===== src/design/htfd_pkg.sv =====
package htfd_pkg;

  localparam int unsigned ByteW = 8;
  localparam int unsigned RawW  = 2 * ByteW;
  localparam int unsigned SpanW = 15;
  localparam int unsigned ProdW = RawW + SpanW;
  localparam int unsigned TempW = 15;
  localparam int unsigned HumW  = 14;

  localparam logic [ByteW-1:0] CrcPoly = 8'h31;
  localparam logic [ByteW-1:0] CrcInit = 8'hFF;

  localparam logic [SpanW-1:0] TempSpan = 15'd17500;
  localparam logic [SpanW-1:0] HumSpan  = 15'd10000;
  localparam logic signed [RawW:0] TempOffset = 17'sd4500;

  typedef struct packed {
    logic [ProdW-1:0] prod;
    logic             crc_ok;
  } htfd_lane_t;

  // crc-8, msb first, one byte
  function automatic logic [ByteW-1:0] crc8_byte(input logic [ByteW-1:0] crc_in,
                                                 input logic [ByteW-1:0] data);
    logic [ByteW-1:0] c;
    c = crc_in ^ data;
    for (int i = 0; i < ByteW; i++) begin
      if (c[ByteW-1]) begin
        c = {c[ByteW-2:0], 1'b0} ^ CrcPoly;
      end else begin
        c = {c[ByteW-2:0], 1'b0};
      end
    end
    return c;
  endfunction

  // floor(p / 65535) as (p + (p >> 16) + 1) >> 16
  function automatic logic [RawW-1:0] div_full_scale(input logic [ProdW-1:0] p);
    logic [ProdW:0] s;
    s = {1'b0, p} + (ProdW+1)'(p >> RawW) + (ProdW+1)'(1);
    return s[ProdW -: RawW];
  endfunction

endpackage


===== src/design/htfd_if.sv =====
interface htfd_frame_if;
  import htfd_pkg::*;
  logic             valid;
  logic             ready;
  logic [ByteW-1:0] temp_msb;
  logic [ByteW-1:0] temp_lsb;
  logic [ByteW-1:0] temp_check;
  logic [ByteW-1:0] hum_msb;
  logic [ByteW-1:0] hum_lsb;
  logic [ByteW-1:0] hum_check;

  modport source (output valid, temp_msb, temp_lsb, temp_check, hum_msb, hum_lsb,
                  hum_check, input ready);
  modport sink (input valid, temp_msb, temp_lsb, temp_check, hum_msb, hum_lsb,
                hum_check, output ready);
endinterface

interface htfd_result_if;
  import htfd_pkg::*;
  logic                    valid;
  logic                    ready;
  logic signed [TempW-1:0] temp_centi;
  logic [HumW-1:0]         hum_centi;
  logic                    temp_crc_ok;
  logic                    hum_crc_ok;

  modport source (output valid, temp_centi, hum_centi, temp_crc_ok, hum_crc_ok,
                  input ready);
  modport sink (input valid, temp_centi, hum_centi, temp_crc_ok, hum_crc_ok,
                output ready);
endinterface


===== src/design/htfd_lane.sv =====
module htfd_lane
  import htfd_pkg::*;
(
  input  logic             clk_i,
  input  logic             en_i,
  input  logic [ByteW-1:0] msb_i,
  input  logic [ByteW-1:0] lsb_i,
  input  logic [ByteW-1:0] check_i,
  input  logic [SpanW-1:0] span_i,
  output htfd_lane_t       res_o
);

  logic [RawW-1:0]  raw;
  logic [ByteW-1:0] crc;
  htfd_lane_t       res_d, res_q;

  always_comb begin
    raw          = {msb_i, lsb_i};
    crc          = crc8_byte(crc8_byte(CrcInit, msb_i), lsb_i);
    res_d.prod   = ProdW'(raw) * ProdW'(span_i);
    res_d.crc_ok = (crc == check_i);
  end

  always_ff @(posedge clk_i) begin
    if (en_i) begin
      res_q <= res_d;
    end
  end

  assign res_o = res_q;

endmodule


===== src/design/htfd_merge.sv =====
module htfd_merge
  import htfd_pkg::*;
(
  input  logic                 clk_i,
  input  logic                 rst_ni,
  input  logic                 valid_i,
  output logic                 ready_o,
  input  htfd_lane_t           temp_i,
  input  htfd_lane_t           hum_i,
  htfd_result_if.source        result_o
);

  logic                    valid_q;
  logic [RawW-1:0]         temp_q16;
  logic [RawW-1:0]         hum_q16;
  logic signed [RawW:0]    temp_full;
  logic signed [TempW-1:0] temp_d, temp_q;
  logic [HumW-1:0]         hum_d, hum_q;
  logic                    temp_ok_q, hum_ok_q;

  assign ready_o = !valid_q || result_o.ready;

  always_comb begin
    temp_q16  = div_full_scale(temp_i.prod);
    hum_q16   = div_full_scale(hum_i.prod);
    temp_full = $signed({1'b0, temp_q16}) - TempOffset;
    temp_d    = temp_full[TempW-1:0];
    hum_d     = hum_q16[HumW-1:0];
  end

  always_ff @(posedge clk_i or negedge rst_ni) begin
    if (!rst_ni) begin
      valid_q <= 1'b0;
    end else if (ready_o) begin
      valid_q <= valid_i;
    end
  end

  always_ff @(posedge clk_i) begin
    if (ready_o && valid_i) begin
      temp_q    <= temp_d;
      hum_q     <= hum_d;
      temp_ok_q <= temp_i.crc_ok;
      hum_ok_q  <= hum_i.crc_ok;
    end
  end

  assign result_o.valid       = valid_q;
  assign result_o.temp_centi  = temp_q;
  assign result_o.hum_centi   = hum_q;
  assign result_o.temp_crc_ok = temp_ok_q;
  assign result_o.hum_crc_ok  = hum_ok_q;

endmodule


===== src/design/humidity_temp_frame_decode_core.sv =====
// pipeline: an accepted frame word is registered in the lane stage, then in the merge stage
// throughput: one word per cycle while result_o.ready holds; each lane holds the
// multiplier and the merge stage holds the divide-by-65535 correction
// reset: asynchronous, active low; clears both stage valid flags, data is not reset
module humidity_temp_frame_decode_core
  import htfd_pkg::*;
(
  input  logic          clk_i,
  input  logic          rst_ni,
  htfd_frame_if.sink    frame_i,
  htfd_result_if.source result_o
);

  logic       v1_q;
  logic       s1_rdy;
  logic       m_rdy;
  logic       accept;
  htfd_lane_t temp_lane, hum_lane;

  assign s1_rdy        = !v1_q || m_rdy;
  assign frame_i.ready = s1_rdy;
  assign accept        = frame_i.valid && s1_rdy;

  always_ff @(posedge clk_i or negedge rst_ni) begin
    if (!rst_ni) begin
      v1_q <= 1'b0;
    end else if (s1_rdy) begin
      v1_q <= frame_i.valid;
    end
  end

  htfd_lane u_temp_lane (
    .clk_i   (clk_i),
    .en_i    (accept),
    .msb_i   (frame_i.temp_msb),
    .lsb_i   (frame_i.temp_lsb),
    .check_i (frame_i.temp_check),
    .span_i  (TempSpan),
    .res_o   (temp_lane)
  );

  htfd_lane u_hum_lane (
    .clk_i   (clk_i),
    .en_i    (accept),
    .msb_i   (frame_i.hum_msb),
    .lsb_i   (frame_i.hum_lsb),
    .check_i (frame_i.hum_check),
    .span_i  (HumSpan),
    .res_o   (hum_lane)
  );

  htfd_merge u_merge (
    .clk_i    (clk_i),
    .rst_ni   (rst_ni),
    .valid_i  (v1_q),
    .ready_o  (m_rdy),
    .temp_i   (temp_lane),
    .hum_i    (hum_lane),
    .result_o (result_o)
  );

`ifndef ASSERT_OFF
  a_accept_fills: assert property (@(posedge clk_i) disable iff (!rst_ni)
    accept |=> v1_q)
    else $error("accepted word not in lane stage");
  a_stall_holds: assert property (@(posedge clk_i) disable iff (!rst_ni)
    v1_q && !m_rdy |=> v1_q)
    else $error("lane stage word dropped while stalled");
  a_moves_out: assert property (@(posedge clk_i) disable iff (!rst_ni)
    v1_q && m_rdy |=> result_o.valid)
    else $error("lane stage word not passed to output");
  a_no_invent: assert property (@(posedge clk_i) disable iff (!rst_ni)
    !v1_q && (!result_o.valid || result_o.ready) |=> !result_o.valid)
    else $error("result word without a source");
`endif

endmodule


===== src/flat_wrapper.sv =====
// flat-port wrapper written by rule: the top's interface ports become plain ports
module humidity_temp_frame_decode_core_flat import htfd_pkg::*;
  (clk_i, rst_ni, frame_i_valid, frame_i_temp_msb, frame_i_temp_lsb, frame_i_temp_check, frame_i_hum_msb, frame_i_hum_lsb, frame_i_hum_check, frame_i_ready, result_o_valid, result_o_temp_centi, result_o_hum_centi, result_o_temp_crc_ok, result_o_hum_crc_ok, result_o_ready);
  htfd_frame_if frame_i_i ();
  htfd_result_if result_o_i ();
  input  logic clk_i;
  input  logic rst_ni;
  input wire logic [$bits(frame_i_i.valid)-1:0] frame_i_valid;
  input wire logic [$bits(frame_i_i.temp_msb)-1:0] frame_i_temp_msb;
  input wire logic [$bits(frame_i_i.temp_lsb)-1:0] frame_i_temp_lsb;
  input wire logic [$bits(frame_i_i.temp_check)-1:0] frame_i_temp_check;
  input wire logic [$bits(frame_i_i.hum_msb)-1:0] frame_i_hum_msb;
  input wire logic [$bits(frame_i_i.hum_lsb)-1:0] frame_i_hum_lsb;
  input wire logic [$bits(frame_i_i.hum_check)-1:0] frame_i_hum_check;
  output wire logic [$bits(frame_i_i.ready)-1:0] frame_i_ready;
  output wire logic [$bits(result_o_i.valid)-1:0] result_o_valid;
  output wire logic [$bits(result_o_i.temp_centi)-1:0] result_o_temp_centi;
  output wire logic [$bits(result_o_i.hum_centi)-1:0] result_o_hum_centi;
  output wire logic [$bits(result_o_i.temp_crc_ok)-1:0] result_o_temp_crc_ok;
  output wire logic [$bits(result_o_i.hum_crc_ok)-1:0] result_o_hum_crc_ok;
  input wire logic [$bits(result_o_i.ready)-1:0] result_o_ready;
  assign frame_i_i.valid = frame_i_valid;
  assign frame_i_i.temp_msb = frame_i_temp_msb;
  assign frame_i_i.temp_lsb = frame_i_temp_lsb;
  assign frame_i_i.temp_check = frame_i_temp_check;
  assign frame_i_i.hum_msb = frame_i_hum_msb;
  assign frame_i_i.hum_lsb = frame_i_hum_lsb;
  assign frame_i_i.hum_check = frame_i_hum_check;
  assign frame_i_ready = frame_i_i.ready;
  assign result_o_valid = result_o_i.valid;
  assign result_o_temp_centi = result_o_i.temp_centi;
  assign result_o_hum_centi = result_o_i.hum_centi;
  assign result_o_temp_crc_ok = result_o_i.temp_crc_ok;
  assign result_o_hum_crc_ok = result_o_i.hum_crc_ok;
  assign result_o_i.ready = result_o_ready;
  humidity_temp_frame_decode_core u_core (.clk_i(clk_i), .rst_ni(rst_ni), .frame_i(frame_i_i), .result_o(result_o_i));
endmodule

===== config.mk =====
export PLATFORM = sky130hd
export DESIGN_NAME = humidity_temp_frame_decode_core_flat
export DESIGN_NICKNAME = d
export VERILOG_FILES = /design/src/design/htfd_pkg.sv /design/src/design/htfd_if.sv /design/src/design/htfd_lane.sv /design/src/design/htfd_merge.sv /design/src/design/humidity_temp_frame_decode_core.sv /design/src/flat_wrapper.sv
export SDC_FILE = /design/constraint.sdc
export NUM_CORES = 1
export LEC_CHECK = 0
export BUFFER_PORTS_ARGS = -buffer_cell sky130_fd_sc_hd__buf_2
export CAP_MARGIN = 20
export CORE_MARGIN = 2
export CORE_UTILIZATION = 45
export DETAILED_ROUTE_END_ITERATION = 8
export GPL_TIMING_DRIVEN = 0
export PLACE_DENSITY = 0.68
export SYNTH_ARGS = -nofsm -noshare
export SYNTH_HDL_FRONTEND = slang
export SYNTH_SLANG_ARGS = --single-unit

===== constraint.sdc =====
create_clock -name clk_i -period 3 [get_ports clk_i]
set_clock_uncertainty 0.1 [all_clocks]
set_input_delay 0.3 -clock clk_i [delete_from_list [all_inputs] [get_ports clk_i]]
set_output_delay 0.3 -clock clk_i [all_outputs]
set_load 0.01 [all_outputs]

==> impl_metrics.env <==
export IMPL_status="finished, violations left"
export IMPL_failed_checks="negative setup slack"
export IMPL_synth_edff_count=88
export IMPL_syn2layout_area_growth_pct=32.6
export IMPL_final_util=0.603
export IMPL_critPathMostFrequentCell="inv_2"
export IMPL_cp_max_fo=6
export IMPL_dp_cells=1338
export IMPL_grt_overflow_total=0
export IMPL_finalCritPeriodShare=1.45
export IMPL_hpwl_mm=17.0
export IMPL_slowest_stage="fa_1"
export IMPL_cp_required_ns=2.98
export IMPL_crit_chain="buf_12 > clkinvlp_4 > fa_1 > inv_1 > ha_1 > inv_2 > fa_1 > inv_2 > ha_4 > inv_2 > fa_1 > inv_2 > ha_4 > nor3_2 > o211ai_1 > a31o_2 > nand4_1 > a31oi_4 > a211o_1 > a21oi_2 > xnor2_2"
export IMPL_viasPerCell=5.06
export IMPL_finalWirelength_mm=23.1
export IMPL_worstSetupPathType="input pin to register"
export IMPL_cts_tree="done"
export IMPL_hold_path_class="input pin to register"
export IMPL_drc_errors=0
export IMPL_cts_htree_levels=3
export IMPL_die_w_um=155
export IMPL_power_frac_comb=0.723
export IMPL_layout_cells_non_filler=1437
export IMPL_relSlewSlack=0.485
export IMPL_n_antenna_cell=0
export IMPL_synth_ff_type="edfxtp_1"
export IMPL_drive_above_1_share=0.337
export IMPL_finalCriticalPeriod_ns=4.34
export IMPL_layout_common_cells="inv_1, ha_1, edfxtp_1"
export IMPL_cp_data_arrival_time_ns=4.32
export IMPL_via_count=7276
export IMPL_yosysUniqueCellTypes=52
export IMPL_cap_viol_max_count=0
export IMPL_async_reset_ff_frac=0.0222
export IMPL_placed_area_mm2=0.0115
export IMPL_vdd_drop_max_v=0.000495
export IMPL_syn_area_mm2=0.0102
export IMPL_gp_congestion=0.848
export IMPL_insertion_delay_ns=0.33
export IMPL_ys_ff_latch=90
export IMPL_cts_inserted_buffers=9
export IMPL_chipHeight_um=155
export IMPL_tightest_slew_ns=0.773
export IMPL_final_area_mm2=0.0136
export IMPL_crit_family="adder cells"
export IMPL_rows=55
export IMPL_max_freq_mhz=231
export IMPL_critPathCaptureType="register"
export IMPL_cellLeakagePower_nw=6.14
export IMPL_first_global_vias=7410
export IMPL_synth_area_per_cell_um2=10.6
export IMPL_die_area_mm2=0.0239
export IMPL_final_common_cell="inv_1"
export IMPL_rsz0062_at_grt="yes"
export IMPL_antenna_found_initial=1
export IMPL_slowest_delay_ns=0.53
export IMPL_portBuffers=84
export IMPL_finalHoldViolCount=0
export IMPL_nets=1472
export IMPL_grt_pass1_wl_mm=36.6
export IMPL_p_per_area_mw_per_mm2=931
export IMPL_fin_ws_ns=-1.34
export IMPL_grt_max_degree=32
export IMPL_p_int_mw=7.30
export IMPL_grt_util_all_layers=0.192
export IMPL_syn_nets=1291
export IMPL_io_pins=85
export IMPL_start_util=0.454
export IMPL_synth_cells=967
export IMPL_power_frac_seq=0.193
export IMPL_drt_pass1_iter_count=4
export IMPL_seq_area_frac_synth=0.263
export IMPL_drtIter0Drc=342
export IMPL_avgRoutedWirePerCell_um=16.1
export IMPL_cts_max_path_buffers=2
export IMPL_drtAntennaViolNets=0
export IMPL_cts_sinks=90
export IMPL_slew_violations=0
export IMPL_cts_root_buf="clkbuf_16"
export IMPL_crit_path_start_kind="input pin"
export IMPL_setup_violations_final=44
export IMPL_clk_pin_slew_worst_paths_ns=0.06
export IMPL_swShare=0.422
export IMPL_critPathBufInv=7
export IMPL_ys_warnings_count=0
export IMPL_core_mm2=0.0225
export IMPL_p_clk_frac=0.084
export IMPL_p_sw_mw=5.33
[timing repair]
item                       4_1_cts  5_1_grt
hold buffers                     1        0
gates resized for setup        147      100
setup buffers                   55       31
pin swaps                      107       73
setup endpoints to repair       46       46
hold endpoints to repair         2        0
cloned                           0        0
[cell usage after synthesis (all sizes together) (16+ instances only)]
cell type    n  area [µm²]
nand2       43         161
nor2        22        82.6
inv        198         743
xor2        44         385
nand3       16        80.1
o21ai       25         125
fa          80        1600
ha         192        2400
edfxtp      88        2640
a21o        18         135
a21oi       42         210
xnor2       84         762
[final timing paths]
check,from,to,slack [ns],cells after the start
min reg2reg,u_core.u_temp_lane.res_o[0],u_core.u_merge.result_o.temp_crc_ok,0.32,0
max,frame_i_hum_lsb[4],u_core.u_hum_lane.res_o[30],-1.34,21
min,frame_i_valid,u_core.v1_q,0.08,2
max reg2reg,u_core.u_temp_lane.res_o[23],u_core.u_merge.result_o.temp_centi[10],-0.27,14
min in group asynchronous,rst_ni,u_core.u_merge.result_o.valid,0.17,2
max in group asynchronous,rst_ni,u_core.v1_q,2.53,2
[power groups by stage]
stage / clock network, mW / registers (mW) / logic, mW
after CTS: 1.09 / 2.44 / 7.98
after detailed placement: 0 / 2.50 / 6.58
after global routing: 1.14 / 2.49 / 10.0
after floorplan: 0 / 2.48 / 5.11
final: 1.07 / 2.43 / 9.13
after global placement: 0 / 2.50 / 6.45
[layer usage]
metal  track usage  share of wire
met1         0.270           0.48
met2         0.323           0.47
met3        0.0191          0.031
met4        0.0428          0.018
met5             0              0
[sequential cells by signal (all words and copies together) (netlist names)]
signal,cells
u_core.u_merge.result_o.hum_centi,14
u_core.u_merge.result_o.temp_centi,15
u_core.u_merge.result_o.valid,1
u_core.u_merge.result_o.hum_crc_ok,1
u_core.v1_q,1
u_core.u_temp_lane.res_o,30
u_core.u_merge.result_o.temp_crc_ok,1
u_core.u_hum_lane.res_o,27
[through the flow]
stage	worst slack (ns)	hold slack, ns	setup TNS (ns)	total power, mW
final	-1.34	0.0818	-34.01	12.6
after global routing	-1.46	0.0862	-39.13	13.7
after CTS	-1.27	0.0719	-31.70	11.5
after detailed placement	-1.96	-0.00734	-57.24	9.09
after global placement	-1.96	-0.0139	-55.47	8.95
after floorplan	-1.44	-0.0956	-32.69	7.59
[kinds of logic (layout without fill, tap and decap cells)]
logic type	count (synthesis)	count (layout)	synth area share
fa+ha+maj	273	273	0.393
buf+inv	198	383	0.0727
simple gates	138	138	0.0658
compound gates	137	137	0.0865
xor+xnor	131	131	0.119
flops	90	90	0.263
[cell type report]
cell class | instances | area (µm²)
Sequential cell | 90 | 2690
Inverter | 198 | 761
Clock buffer | 9 | 225
Clock inverter | 6 | 58.8
Timing Repair Buffer | 170 | 1440
Multi-Input combinational cell | 679 | 8030
Tap cell | 285 | 357
Fill cell | 1741 | 8940
(Power assumes the default switching activity.)
